## src/sv/multichannel_soft_uart_line_rx_macros.svh

```systemverilog
// assertion helpers, included by the merge stage (msur_merge)
`ifndef MULTICHANNEL_SOFT_UART_LINE_RX_MACROS_SVH
`define MULTICHANNEL_SOFT_UART_LINE_RX_MACROS_SVH

// same-cycle implication, checked out of reset
`define MSUR_ASSERT_NOW(label, clk, rstn, ante, cons, msg) \
    label: assert property (@(posedge clk) disable iff (!rstn) (ante) |-> (cons)) \
        else $error(msg);

// next-cycle implication, checked out of reset
`define MSUR_ASSERT_NEXT(label, clk, rstn, ante, cons, msg) \
    label: assert property (@(posedge clk) disable iff (!rstn) (ante) |=> (cons)) \
        else $error(msg);

`endif

```

## src/sv/msur_pkg.sv

```systemverilog
package msur_pkg;

    localparam int CHANNELS_DEF      = 4;
    localparam int TX_RING_DEPTH_DEF = 64;
    localparam int LINE_MAX_DEF      = 64;

    localparam logic [7:0] BIT_TICKS_RST = 8'd3;
    localparam logic [3:0] FRAME_BITS    = 4'd9;

    localparam logic [7:0] CHAR_SPACE = 8'h20;
    localparam logic [7:0] CHAR_CR    = 8'h0d;
    localparam logic [7:0] CHAR_LF    = 8'h0a;

    typedef enum logic [1:0] {
        OP_TICK    = 2'd0,
        OP_ENQUEUE = 2'd1,
        OP_RELEASE = 2'd2
    } opcode_t;

    typedef enum logic [1:0] {
        KIND_TX_LINES = 2'd0,
        KIND_RX_BYTE  = 2'd1,
        KIND_ENQ_STAT = 2'd2
    } kind_t;

    // per-lane command strobes, valid for one accepted request
    typedef struct packed {
        logic tick;
        logic enq;
        logic rel;
    } lane_cmd_t;

    // what a receive lane stores on the current tick
    typedef struct packed {
        logic       valid;
        logic [7:0] data;
        logic [5:0] pos;
        logic       done;
    } rx_res_t;

endpackage

```

## src/sv/msur_rx_lane.sv

```systemverilog
module msur_rx_lane
    import msur_pkg::*;
#(
    parameter int LINE_MAX = LINE_MAX_DEF
) (
    input  logic       aclk,
    input  logic       aresetn,
    input  lane_cmd_t  cmd,
    input  logic       rx_level,
    input  logic [7:0] bit_ticks,
    output rx_res_t    res
);

    localparam int LEN_W = $clog2(LINE_MAX + 1);

    logic             busy_reg, busy_next;
    logic [7:0]       cnt_reg, cnt_next;
    logic [3:0]       bits_reg, bits_next;
    logic [7:0]       shift_reg, shift_next;
    logic [LEN_W-1:0] len_reg, len_next;

    logic [3:0]       bits_dec;
    logic             take;
    logic             drop_ws;
    logic             store;
    logic [LEN_W-1:0] len_inc;
    logic [LEN_W+5:0] pos_wide;

    always_comb begin
        bits_dec = bits_reg - 4'd1;
        take     = busy_reg && (cnt_reg == 8'd0) && (bits_dec == 4'd0);
        drop_ws  = (len_reg == '0) &&
                   (shift_reg == CHAR_SPACE || shift_reg == CHAR_CR || shift_reg == CHAR_LF);
        store    = take && !drop_ws && (len_reg < LEN_W'(LINE_MAX));
        len_inc  = len_reg + LEN_W'(1);
        pos_wide = {6'd0, len_reg};

        res.valid = store;
        res.data  = shift_reg;
        res.pos   = pos_wide[5:0];
        res.done  = (len_inc >= LEN_W'(LINE_MAX)) || (shift_reg == CHAR_LF);
    end

    always_comb begin
        busy_next  = busy_reg;
        cnt_next   = cnt_reg;
        bits_next  = bits_reg;
        shift_next = shift_reg;
        len_next   = len_reg;
        if (cmd.rel) begin
            len_next = '0;
        end
        if (cmd.tick) begin
            if (busy_reg) begin
                if (cnt_reg == 8'd0) begin
                    cnt_next  = bit_ticks - 8'd1;
                    bits_next = bits_dec;
                    if (bits_dec == 4'd0) begin
                        busy_next = 1'b0;
                        if (store) begin
                            len_next = len_inc;
                        end
                    end else begin
                        shift_next = {rx_level, shift_reg[7:1]};
                    end
                end else begin
                    cnt_next = cnt_reg - 8'd1;
                end
            end else if (!rx_level) begin
                busy_next  = 1'b1;
                cnt_next   = bit_ticks;
                bits_next  = FRAME_BITS;
                shift_next = 8'd0;
            end
        end
    end

    always_ff @(posedge aclk) begin
        if (!aresetn) begin
            busy_reg  <= 1'b0;
            cnt_reg   <= 8'd0;
            bits_reg  <= 4'd0;
            shift_reg <= 8'd0;
            len_reg   <= '0;
        end else begin
            busy_reg  <= busy_next;
            cnt_reg   <= cnt_next;
            bits_reg  <= bits_next;
            shift_reg <= shift_next;
            len_reg   <= len_next;
        end
    end

endmodule

```

## src/sv/msur_tx_lane.sv

```systemverilog
module msur_tx_lane
    import msur_pkg::*;
#(
    parameter int TX_RING_DEPTH = TX_RING_DEPTH_DEF
) (
    input  logic       aclk,
    input  logic       aresetn,
    input  lane_cmd_t  cmd,
    input  logic [7:0] tx_byte,
    input  logic [7:0] bit_ticks,
    output logic       tx_level,
    output logic       ring_full
);

    localparam int AW = $clog2(TX_RING_DEPTH);
    localparam int FW = $clog2(TX_RING_DEPTH + 1);

    logic [7:0] ring_mem [TX_RING_DEPTH];
    logic [7:0] rd_data_reg;

    logic [AW-1:0] head_reg, head_next;
    logic [AW-1:0] tail_reg, tail_next;
    logic [FW-1:0] fill_reg, fill_next;
    logic          busy_reg, busy_next;
    logic [7:0]    cnt_reg, cnt_next;
    logic [3:0]    bits_reg, bits_next;
    logic [7:0]    shift_reg, shift_next;
    logic [7:0]    hold_reg, hold_next;
    logic          level_reg, level_next;

    logic          wr_en;
    logic          load;
    logic          busy_run;
    logic [7:0]    cnt_dec;
    logic [3:0]    bits_dec;

    assign ring_full = (fill_reg == FW'(TX_RING_DEPTH));
    assign wr_en     = cmd.enq && !ring_full;
    // level after the current tick, sampled when the request is taken
    assign tx_level  = level_next;

    always_comb begin
        head_next  = head_reg;
        tail_next  = tail_reg;
        fill_next  = fill_reg;
        busy_next  = busy_reg;
        cnt_next   = cnt_reg;
        bits_next  = bits_reg;
        shift_next = shift_reg;
        hold_next  = hold_reg;
        level_next = level_reg;
        load       = 1'b0;
        busy_run   = busy_reg;
        cnt_dec    = cnt_reg - 8'd1;
        bits_dec   = bits_reg - 4'd1;

        if (wr_en) begin
            head_next = (head_reg == AW'(TX_RING_DEPTH - 1)) ? '0 : head_reg + AW'(1);
            fill_next = fill_reg + FW'(1);
        end

        if (cmd.tick) begin
            load = !busy_reg && (fill_reg != '0);
            if (load) begin
                hold_next = rd_data_reg;
                tail_next = (tail_reg == AW'(TX_RING_DEPTH - 1)) ? '0 : tail_reg + AW'(1);
                fill_next = fill_reg - FW'(1);
                busy_run  = 1'b1;
            end
            busy_next = busy_run;
            if (busy_run) begin
                cnt_next = cnt_dec;
                if (cnt_dec == 8'd0) begin
                    cnt_next = bit_ticks;
                    if (bits_reg == 4'd0) begin
                        level_next = 1'b0;
                        shift_next = hold_next;
                        bits_next  = FRAME_BITS;
                    end else begin
                        bits_next = bits_dec;
                        if (bits_dec == 4'd0) begin
                            level_next = 1'b1;
                            busy_next  = 1'b0;
                        end else begin
                            level_next = shift_reg[0];
                            shift_next = {1'b0, shift_reg[7:1]};
                        end
                    end
                end
            end
        end
    end

    // ring storage, read data prefetched at the next tail
    always_ff @(posedge aclk) begin
        if (wr_en) begin
            ring_mem[head_reg] <= tx_byte;
        end
        if (wr_en && (head_reg == tail_next)) begin
            rd_data_reg <= tx_byte;
        end else begin
            rd_data_reg <= ring_mem[tail_next];
        end
    end

    always_ff @(posedge aclk) begin
        if (!aresetn) begin
            head_reg  <= '0;
            tail_reg  <= '0;
            fill_reg  <= '0;
            busy_reg  <= 1'b0;
            cnt_reg   <= BIT_TICKS_RST;
            bits_reg  <= 4'd0;
            shift_reg <= 8'd0;
            hold_reg  <= 8'd0;
            level_reg <= 1'b1;
        end else begin
            head_reg  <= head_next;
            tail_reg  <= tail_next;
            fill_reg  <= fill_next;
            busy_reg  <= busy_next;
            cnt_reg   <= cnt_next;
            bits_reg  <= bits_next;
            shift_reg <= shift_next;
            hold_reg  <= hold_next;
            level_reg <= level_next;
        end
    end

endmodule

```

## src/sv/msur_merge.sv

```systemverilog
`include "multichannel_soft_uart_line_rx_macros.svh"

module msur_merge
    import msur_pkg::*;
#(
    parameter int CHANNELS = CHANNELS_DEF
) (
    input  logic       aclk,
    input  logic       aresetn,
    input  logic       accept,
    input  opcode_t    opcode,
    input  rx_res_t    rx_res [CHANNELS],
    input  logic [7:0] tx_lines,
    input  logic [2:0] enq_channel,
    input  logic       enq_full,
    input  logic       m_ready,
    output logic       busy,
    output logic       m_valid,
    output kind_t      m_kind,
    output logic [7:0] m_tx_lines,
    output logic [2:0] m_channel,
    output logic [7:0] m_byte,
    output logic [5:0] m_pos,
    output logic       m_done,
    output logic       m_full,
    output logic       m_last
);

    logic [CHANNELS-1:0] pend_reg, pend_next;
    logic [7:0]          byte_reg [CHANNELS];
    logic [5:0]          pos_reg  [CHANNELS];
    logic [CHANNELS-1:0] done_reg;
    logic                fin_reg, fin_next;
    kind_t               fin_kind_reg;
    logic [7:0]          fin_txl_reg;
    logic [2:0]          fin_ch_reg;
    logic                fin_full_reg;

    logic                out_valid_reg;
    kind_t               out_kind_reg;
    logic [7:0]          out_txl_reg;
    logic [2:0]          out_ch_reg;
    logic [7:0]          out_byte_reg;
    logic [5:0]          out_pos_reg;
    logic                out_done_reg;
    logic                out_full_reg;
    logic                out_last_reg;

    logic [CHANNELS-1:0] first_oh;
    logic [2:0]          sel_ch;
    logic [7:0]          sel_byte;
    logic [5:0]          sel_pos;
    logic                sel_done;
    logic                emit;

    assign busy = (|pend_reg) || fin_reg;
    assign emit = busy && (!out_valid_reg || m_ready);

    // lowest pending lane goes first
    always_comb begin
        first_oh = pend_reg & (~pend_reg + CHANNELS'(1));
        sel_ch   = 3'd0;
        sel_byte = 8'd0;
        sel_pos  = 6'd0;
        sel_done = 1'b0;
        for (int i = 0; i < CHANNELS; i++) begin
            if (first_oh[i]) begin
                sel_ch   = sel_ch | 3'(i);
                sel_byte = sel_byte | byte_reg[i];
                sel_pos  = sel_pos | pos_reg[i];
                sel_done = sel_done | done_reg[i];
            end
        end
    end

    always_comb begin
        pend_next = pend_reg;
        fin_next  = fin_reg;
        if (emit) begin
            if (|pend_reg) begin
                pend_next = pend_reg & ~first_oh;
            end else begin
                fin_next = 1'b0;
            end
        end
        if (accept) begin
            fin_next = (opcode == OP_TICK) || (opcode == OP_ENQUEUE);
            for (int i = 0; i < CHANNELS; i++) begin
                pend_next[i] = (opcode == OP_TICK) && rx_res[i].valid;
            end
        end
    end

    always_ff @(posedge aclk) begin
        if (accept) begin
            for (int i = 0; i < CHANNELS; i++) begin
                byte_reg[i] <= rx_res[i].data;
                pos_reg[i]  <= rx_res[i].pos;
                done_reg[i] <= rx_res[i].done;
            end
            fin_kind_reg <= (opcode == OP_TICK) ? KIND_TX_LINES : KIND_ENQ_STAT;
            fin_txl_reg  <= (opcode == OP_TICK) ? tx_lines : 8'd0;
            fin_ch_reg   <= (opcode == OP_TICK) ? 3'd0 : enq_channel;
            fin_full_reg <= (opcode == OP_ENQUEUE) && enq_full;
        end
        if (emit) begin
            if (|pend_reg) begin
                out_kind_reg <= KIND_RX_BYTE;
                out_txl_reg  <= 8'd0;
                out_ch_reg   <= sel_ch;
                out_byte_reg <= sel_byte;
                out_pos_reg  <= sel_pos;
                out_done_reg <= sel_done;
                out_full_reg <= 1'b0;
                out_last_reg <= 1'b0;
            end else begin
                out_kind_reg <= fin_kind_reg;
                out_txl_reg  <= fin_txl_reg;
                out_ch_reg   <= fin_ch_reg;
                out_byte_reg <= 8'd0;
                out_pos_reg  <= 6'd0;
                out_done_reg <= 1'b0;
                out_full_reg <= fin_full_reg;
                out_last_reg <= 1'b1;
            end
        end
    end

    always_ff @(posedge aclk) begin
        if (!aresetn) begin
            pend_reg      <= '0;
            fin_reg       <= 1'b0;
            out_valid_reg <= 1'b0;
        end else begin
            pend_reg <= pend_next;
            fin_reg  <= fin_next;
            if (emit) begin
                out_valid_reg <= 1'b1;
            end else if (m_ready) begin
                out_valid_reg <= 1'b0;
            end
        end
    end

    assign m_valid    = out_valid_reg;
    assign m_kind     = out_kind_reg;
    assign m_tx_lines = out_txl_reg;
    assign m_channel  = out_ch_reg;
    assign m_byte     = out_byte_reg;
    assign m_pos      = out_pos_reg;
    assign m_done     = out_done_reg;
    assign m_full     = out_full_reg;
    assign m_last     = out_last_reg;

    `MSUR_ASSERT_NEXT(a_tick_busy, aclk, aresetn, accept && (opcode == OP_TICK), fin_reg, "tick lost its final result")
    `MSUR_ASSERT_NOW(a_pend_has_fin, aclk, aresetn, |pend_reg, fin_reg, "byte results without final result")
    `MSUR_ASSERT_NOW(a_rx_not_last, aclk, aresetn, out_valid_reg && (out_kind_reg == KIND_RX_BYTE), !out_last_reg, "received byte marked last")
    `MSUR_ASSERT_NOW(a_no_accept_busy, aclk, aresetn, accept, !(|pend_reg) && !fin_reg, "request taken while merge busy")

endmodule

```

## src/sv/multichannel_soft_uart_line_rx.sv

```systemverilog
// flow: a request is taken while s_tready is high and registered into the merge stage, whose
// results pass through the output register, one result per cycle while m_tready is high
// a tick yields its stored bytes and then the tx_lines result, an enqueue one status, a release none;
// a new request is taken only once the merge stage has emitted every result of the last one
// reset: aresetn synchronous active low, clears lanes, ring pointers, merge and bit_ticks (3)
module multichannel_soft_uart_line_rx
    import msur_pkg::*;
#(
    parameter int CHANNELS      = CHANNELS_DEF,
    parameter int TX_RING_DEPTH = TX_RING_DEPTH_DEF,
    parameter int LINE_MAX      = LINE_MAX_DEF
) (
    input  logic        aclk,
    input  logic        aresetn,
    // configuration: bit_ticks
    input  logic        cfg_wr_en,
    input  logic [7:0]  cfg_wr_data,
    // request channel
    input  logic        s_tvalid,
    output logic        s_tready,
    input  logic [23:0] s_tdata,   // rx_lines[7:0], channel[10:8], tx_byte[18:11], zero pad
    input  logic [1:0]  s_tuser,   // opcode
    // result channel
    output logic        m_tvalid,
    input  logic        m_tready,
    output logic [31:0] m_tdata,   // tx_lines[7:0], rx_channel[10:8], rx_byte[18:11],
                                   // position[24:19], line_done[25], queue_full[26], zero pad
    output logic [1:0]  m_tuser,   // kind
    output logic        m_tlast    // last result of the request
);

    // oversampling factor; the user must write it only while idle, the block does not enforce it
    logic [7:0] bit_ticks_reg;

    always_ff @(posedge aclk) begin
        if (!aresetn) begin
            bit_ticks_reg <= BIT_TICKS_RST;
        end else if (cfg_wr_en) begin
            bit_ticks_reg <= cfg_wr_data;
        end
    end

    // request decode
    logic       accept;
    opcode_t    opcode;
    logic [7:0] rx_lines;
    logic [2:0] channel;
    logic [7:0] tx_byte;
    logic       merge_busy;

    assign s_tready = !merge_busy;
    assign accept   = s_tvalid && s_tready;
    assign opcode   = opcode_t'(s_tuser);
    assign rx_lines = s_tdata[7:0];
    assign channel  = s_tdata[10:8];
    assign tx_byte  = s_tdata[18:11];

    // lanes, one receiver and one transmitter per channel
    lane_cmd_t           lane_cmd [CHANNELS];
    rx_res_t             rx_res   [CHANNELS];
    logic [CHANNELS-1:0] tx_level;
    logic [CHANNELS-1:0] ring_full;
    logic [CHANNELS-1:0] chan_sel;

    for (genvar i = 0; i < CHANNELS; i++) begin : g_lane
        // channel addresses of CHANNELS and above never match, so they are refused or ignored
        assign chan_sel[i]      = (channel == 3'(i));
        assign lane_cmd[i].tick = accept && (opcode == OP_TICK);
        assign lane_cmd[i].enq  = accept && (opcode == OP_ENQUEUE) && chan_sel[i];
        assign lane_cmd[i].rel  = accept && (opcode == OP_RELEASE) && chan_sel[i];

        msur_rx_lane #(
            .LINE_MAX (LINE_MAX)
        ) u_rx (
            .aclk      (aclk),
            .aresetn   (aresetn),
            .cmd       (lane_cmd[i]),
            .rx_level  (rx_lines[i]),
            .bit_ticks (bit_ticks_reg),
            .res       (rx_res[i])
        );

        msur_tx_lane #(
            .TX_RING_DEPTH (TX_RING_DEPTH)
        ) u_tx (
            .aclk      (aclk),
            .aresetn   (aresetn),
            .cmd       (lane_cmd[i]),
            .tx_byte   (tx_byte),
            .bit_ticks (bit_ticks_reg),
            .tx_level  (tx_level[i]),
            .ring_full (ring_full[i])
        );
    end

    // transmit levels after this tick, unused channels read 0
    logic [7:0] tx_lines;
    always_comb begin
        tx_lines = 8'd0;
        for (int i = 0; i < CHANNELS; i++) begin
            tx_lines[i] = tx_level[i];
        end
    end

    // refused unless an in-range channel has room
    logic enq_full;
    assign enq_full = !(|(chan_sel & ~ring_full));

    // merge stage and output register
    kind_t      m_kind;
    logic [7:0] m_tx_lines;
    logic [2:0] m_channel;
    logic [7:0] m_byte;
    logic [5:0] m_pos;
    logic       m_done;
    logic       m_full;

    msur_merge #(
        .CHANNELS (CHANNELS)
    ) u_merge (
        .aclk        (aclk),
        .aresetn     (aresetn),
        .accept      (accept),
        .opcode      (opcode),
        .rx_res      (rx_res),
        .tx_lines    (tx_lines),
        .enq_channel (channel),
        .enq_full    (enq_full),
        .m_ready     (m_tready),
        .busy        (merge_busy),
        .m_valid     (m_tvalid),
        .m_kind      (m_kind),
        .m_tx_lines  (m_tx_lines),
        .m_channel   (m_channel),
        .m_byte      (m_byte),
        .m_pos       (m_pos),
        .m_done      (m_done),
        .m_full      (m_full),
        .m_last      (m_tlast)
    );

    assign m_tuser = m_kind;
    assign m_tdata = {5'd0, m_full, m_done, m_pos, m_byte, m_channel, m_tx_lines};

endmodule
```

## config.mk

```make
export PLATFORM = sky130hd
export DESIGN_NAME = multichannel_soft_uart_line_rx
export DESIGN_NICKNAME = d
export VERILOG_FILES = /design/src/sv/msur_pkg.sv /design/src/sv/msur_rx_lane.sv /design/src/sv/msur_tx_lane.sv /design/src/sv/msur_merge.sv /design/src/sv/multichannel_soft_uart_line_rx.sv
export VERILOG_INCLUDE_DIRS = /design/src /design/src/sv
export SDC_FILE = /design/constraint.sdc
export NUM_CORES = 2
export LEC_CHECK = 0
export BUFFER_PORTS_ARGS = -buffer_cell sky130_fd_sc_hd__buf_2
export CAP_MARGIN = 20
export CORE_ASPECT_RATIO = 0.9
export CORE_MARGIN = 3
export CORE_UTILIZATION = 51
export CTS_BUF_LIST = sky130_fd_sc_hd__clkbuf_8
export DETAILED_ROUTE_END_ITERATION = 8
export PLACE_DENSITY = 0.72
export REMOVE_ABC_BUFFERS = 1
export SLEW_MARGIN = 20
export SYNTH_ARGS = -nofsm -noshare
export SYNTH_HDL_FRONTEND = slang
export SYNTH_HIERARCHICAL = 1
export SYNTH_SLANG_ARGS = --single-unit
```

## constraint.sdc

```tcl
create_clock -name aclk -period 9.2 [get_ports aclk]
set_clock_uncertainty 0.05 [all_clocks]
set_input_delay 0.92 -clock aclk [delete_from_list [all_inputs] [get_ports aclk]]
set_output_delay 0.92 -clock aclk [all_outputs]
set_load 0.1 [all_outputs]
```

=== Yosys cells after proc, flatten, opt, wreduce, memory -nomap -nowiden ===
Memories as Yosys holds them, arrays and structs flattened. A register that Yosys moved wholly into a read port is not among the register bits.
Cells that the tools add are included.

* Add/subtract/negate cells: 38
* Order comparisons: 8
* Eq/ne operators: 46
* Multiplexer cells: 208
* Bitwise gates (word level): 15
* Reduce and logical (&&, ||, !) cells: 137

{| class="wikitable"
|+ Operators with widths
! operator !! number
|-
| $mux 8 || 48
|-
| $mux 7 || 36
|-
| $mux 6 || 20
|-
| $mux 1 || 81
|-
| $mux 4 || 19
|-
| $sub 8x1->8 const B || 9
|-
| $eq 8x4->1 const B || 8
|-
| $logic_not 8->1 || 8
|-
| $add 7x1->7 const B || 8
|-
| $add 6x1->6 const B || 8
|-
| $eq 6x6->1 const B || 8
|-
| $logic_not 4->1 || 12
|-
| $logic_and 1x1->1 || 46
|-
| $eq 8x6->1 const B || 4
|-
| $reduce_and 4->1 || 8
|-
| $sub 4x1->4 const B || 8
|-
| $eq 7x7->1 const B || 4
|-
| $ge 7x7->1 const B || 4
|-
| $logic_not 7->1 || 4
|-
| $lt 7x7->1 const B || 4
|-
| $reduce_bool 7->1 || 4
|-
| $sub 7x1->7 const B || 4
|-
| $or 8x8->8 || 3
|-
| $reduce_and 3->1 || 8
|-
| other kinds (20) || 86
|}

* Flip-flop bits (word level): 370
* Bits in writable memories: 2104
* Input port bits: 39
* Output and inout port bits: 37
* Memories kept: 6

{| class="wikitable"
|+ Memories
! memory !! depth !! width !! rd ports !! clocked after Yosys merged registers in !! write ports !! RTL line !! text
|-
| g_lane[0].u_tx.ring_mem || 64 || 8 || 1 || 1 || 1 || msur_tx_lane.sv:18 || <nowiki>logic [7:0] ring_mem [TX_RING_DEPTH];</nowiki>
|-
| g_lane[1].u_tx.ring_mem || 64 || 8 || 1 || 1 || 1 || msur_tx_lane.sv:18 ||
|-
| g_lane[2].u_tx.ring_mem || 64 || 8 || 1 || 1 || 1 || msur_tx_lane.sv:18 ||
|-
| g_lane[3].u_tx.ring_mem || 64 || 8 || 1 || 1 || 1 || msur_tx_lane.sv:18 ||
|-
| u_merge.byte_reg || 4 || 8 || 4 || 0 || 4 || msur_merge.sv:30 || <nowiki>logic [7:0] byte_reg [CHANNELS];</nowiki>
|-
| u_merge.pos_reg || 4 || 6 || 4 || 0 || 4 || msur_merge.sv:31 || <nowiki>logic [5:0] pos_reg [CHANNELS];</nowiki>
|}

=== Depth between registers and ports, before layout ===
* Word-level depth: 12
* Depth in mapped cells: 13

=== Modules after synthesis ===
Netlist, hierarchy kept.

{| class="wikitable"
|+ Modules (own cells, without submodules)
! module !! times used !! cells an instance !! area each (um^2) !! seq. area each (um^2)
|-
| msur_tx_lane at g_lane[0].u_tx || 1 || 1384 || 22841.9 || 16475.8
|-
| msur_tx_lane at g_lane[3].u_tx || 1 || 1399 || 22840.7 || 16475.8
|-
| msur_tx_lane at g_lane[1].u_tx || 1 || 1381 || 22838.2 || 16475.8
|-
| msur_tx_lane at g_lane[2].u_tx || 1 || 1377 || 22761.8 || 16475.8
|-
| msur_rx_lane || 4 || 243 || 1916.8 || 560.5
|-
| msur_merge || 1 || 239 || 4018.9 || 3213.1
|-
| multichannel_soft_uart_line_rx || 1 || 50 || 471.7 || 160.2
|}

=== Least setup slack after synthesis ===
No wires, ideal clock.

* Path type: reg-to-reg
* Start point: register u_merge.pend_reg[0]
* End point: register g_lane[2].u_tx.shift_reg[2]
* Library setup time: 91 ps
* Data arrival time: 8580 ps
* Required time: 9059 ps
* Setup slack: 479 ps
* Stages on the path, launching flop included: 14
* Period minus slack after synthesis: 8721 ps
* Cells stage by stage: dfxtp_1 > nor4_4 > inv_2 > nor2_1 > inv_1 > nor2b_1 > nor3b_1 > o31ai_1 > nor2_1 > nand2_2 > buf_2 > nor2_1 > a21oi_1 > a311oi_1

{| class="wikitable"
|+ RTL lines
! item !! RTL line !! text
|-
| start, declared || msur_merge.sv:29 || <nowiki>logic [CHANNELS-1:0] pend_reg, pend_next;</nowiki>
|-
| start signal, assigned || msur_merge.sv:135 || <nowiki>pend_reg <= pend_next;</nowiki>
|-
| end signal, assigned || msur_tx_lane.sv:124 || <nowiki>shift_reg <= shift_next;</nowiki>
|-
| end, declared || msur_tx_lane.sv:27 || <nowiki>logic [7:0] shift_reg, shift_next;</nowiki>
|}

==> impl_results.md <==
* Status: complete, no violations
* Via count at between 60000 and 70000
* Most common library cells after synthesis: edfxtp_1, mux2i_1, nor2_1
* Crit. End Element: flop
* CTS tree: yes
* Setup-failing EPs final at 0
* Worst EP required at roughly 10000 ps
* First-pass GRT wire length at 361000 um
* FMAX at about 0.16 GHz
* Slew @ Worst Pin at 1180 ps
* Layout cells sized above 1 at 0.147
* Most common cell in the synthesized netlist: edfxtp_1
* Synth top area share at 0.624
* Final instance area at 113000 um2
* Startpoint Class: flop
* YS warnings at 6
* Post-synthesis cell area at 103000 um2
* Global-route usage over all layers at 0.224
* Max reg flops at just over 2000
* IO Pins at 76
* RSZ-0062 raised after global routing: false
* Clock root cell: clkbuf_8
* Vias per inst at just over 6
* Area growth, synth to finish at 9.49%
* Largest cells by area after synthesis: edfxtp_1, dfxtp_1, mux2i_1
* Post-synth EDFFs at roughly 2200
* Peak VDD IR at about 0.00015 V
* Post-cts resize count at 0
* DR top layer: met5
* Std-Cell Rows at around 160
* Placed cell count at just over 9000
* Post-DP HPWL at around 150000 um
* Worst Path Arrival at between 7000 and 8000 ps
* Total Die Area at 208000 um2
* Worst-case clock buffer depth at 4
* Die height at between 400 and 500 um
* Final min period at between 6000 and 7000 ps
* Placed inst area at between 100000 and 150000 um2
* Sequential element share of the synthesized area at 0.691
* PwrDens at just under 200 nW/um2
* Via count of the first global-routing pass at 58804
* H-tree depth at 5
* CTS hold repair buffers at 3
* Largest net degree at the start of global routing at 177
* Leakage Power at approximately 0.035 uW
* Nets at ~7000
* Drt pass-1 iters at 6
* Largest reg by FF count: g_lane.u_tx/ring_mem
* Worst Setup Slack, final at 2810 ps
* Met3 wire len at ~22000 um
* Crit Path Max Fanout at 30
* Synthesized flop and latch total at between 2000 and 2500
* CTS Buf Count at a little under 400
* Clk sinks at between 2000 and 2500
* Primary FF master, synth: edfxtp_1
* Largest area contributor in the netlist: edfxtp_1
* Asr flop ratio synth at 0
* Rel. slew slack at 0.210
* Max-Cap Viols at 0
* Pre-CTS setup slack at between 3000 and 4000 ps
* Initial Utilization at 0.514
* Post-Route M1 WL at roughly 100000 um
* Fill cells at 15382
* Post-DRT Antenna Nets at 0
* Post-CTS Setup Bufs at 0
* GRT overflow at 0
* Syn avg cell area at 15.2 um2
* Number of distinct library cells after synthesis at between 90 and 100
* Met2 Routed Length at about 110000 um
* Fin crit share at 0.695
* Hold Path Class: input port to flop
* Aggregate routed wire length at ~240000 um
* DRC Markers at 0
* Die Wd at 481 um
* Layout Cells excl Fill at between 9000 and 10000
* Final hold vios at 0
* Placeable Area at 201000 um2
* Final Wtd Congestion at ~0.85
* Max Slew Vio Count at 0
* Crit Path Class: flop to flop
* Initial antenna violation count at 8
* PortBufs at 61
* Wirelength per Cell at 24.0 um
* Clock Pin Slew Worst Setup and Hold Paths at ~60 ps
* Hold_ws at ~130 ps
* Mapped Cells at around 6800
* Worst-Skew Late Latency at approximately 1100 ps
* Initial DRC Count at roughly 7200
[worst max-delay path: stages, from the launching register on]
cell and delay [ps]:
dfxtp_1 650, nor4_4 390, buf_4 350, inv_2 190, nor2_1 230, inv_1 160
nand4bb_1 430, nor3_1 780, and2_0 780, nand4_1 820, nor2_1 1130
[power by group]
part | switching, uW | internal (uW)
logic | 515 | 162
registers | 38.9 | 12300
clock network | 4230 | 4510
[metal layers]
layer,track usage,vias up
met5,0,-
met4,0.0667,4
met3,0.0466,438
met2,0.343,2931
met1,0.326,30596
li1,-,27080
[worst paths after layout]
check,slack [ps],cells after the start,startpoint,endpoint
setup reg to reg,2810,10,u_merge/pend_reg[0],g_lane[1].u_tx/ring_mem[47][2]
hold reg to reg,370,1,g_lane[1].u_tx/tail_reg[4],flop
hold / removal,130,3,cfg_wr_data[5],bit_ticks_reg[5]
setup / recovery,2810,10,u_merge/pend_reg[0],g_lane[1].u_tx/ring_mem[47][2]
[cells in the final DEF, fill, tap and decap left out, types with 58 or more instances in the layout]
cell type / netlist / final
clkbuf_8: 8 / 428
a31oi_1: 72 / 71
a22oi_1: 190 / 190
and2_1: 81 / 81
dfxtp_1: 346 / 330
nand2_1: 299 / 299
inv_1: 92 / 226
clkinv_1: 6 / 87
nand4_1: 102 / 102
edfxtp_1: 2151 / 2151
nor2_1: 482 / 476
mux2i_1: 609 / 609
mux4_2: 253 / 253
buf_4: 44 / 58
nand3_1: 287 / 287
a21oi_1: 197 / 197
nor2b_1: 71 / 61
o21ai_0: 205 / 205
[layout make-up]
type                            count  area (um2)  share of cell area
Sequential cell                  2497       71600               0.632
Clock inverter                    285        1480              0.0130
Multi-Input combinational cell   3798       29700               0.262
Timing Repair Buffer              130        1000             0.00883
Antenna cell                       10        25.0            0.000221
Inverter                           99         372             0.00328
Tap cell                         2686        3360              0.0297
Clock buffer                      419        5770              0.0509
[through the flow]
| step | TNS [ps] | total power [uW] | util |
|---|---|---|---|
| floorplan | -18540 | 12900 | - |
| global placement | 0 | 13200 | 0.526 |
| detailed placement | 0 | 13300 | 0.526 |
| CTS | 0 | 21900 | 0.562 |
| global route | 0 | 22500 | 0.563 |
| finish | 0 | 21800 | 0.563 |
[cell families after synthesis]
| logic type | after synthesis | share of synthesized area |
|---|---|---|
| adder cells (fa/ha/maj) | 48 | 0.00581 |
| AO/OA/AOI/OAI | 1073 | 0.0722 |
| multiplexers | 902 | 0.118 |
| XOR/XNOR | 64 | 0.00542 |
| flip-flops | 2497 | 0.691 |
| AND/OR/NAND/NOR | 1702 | 0.0839 |
| other | 1 | 0.0000363 |
| buffers and inverters | 515 | 0.0228 |
Power figures use the tool's default switching activity.
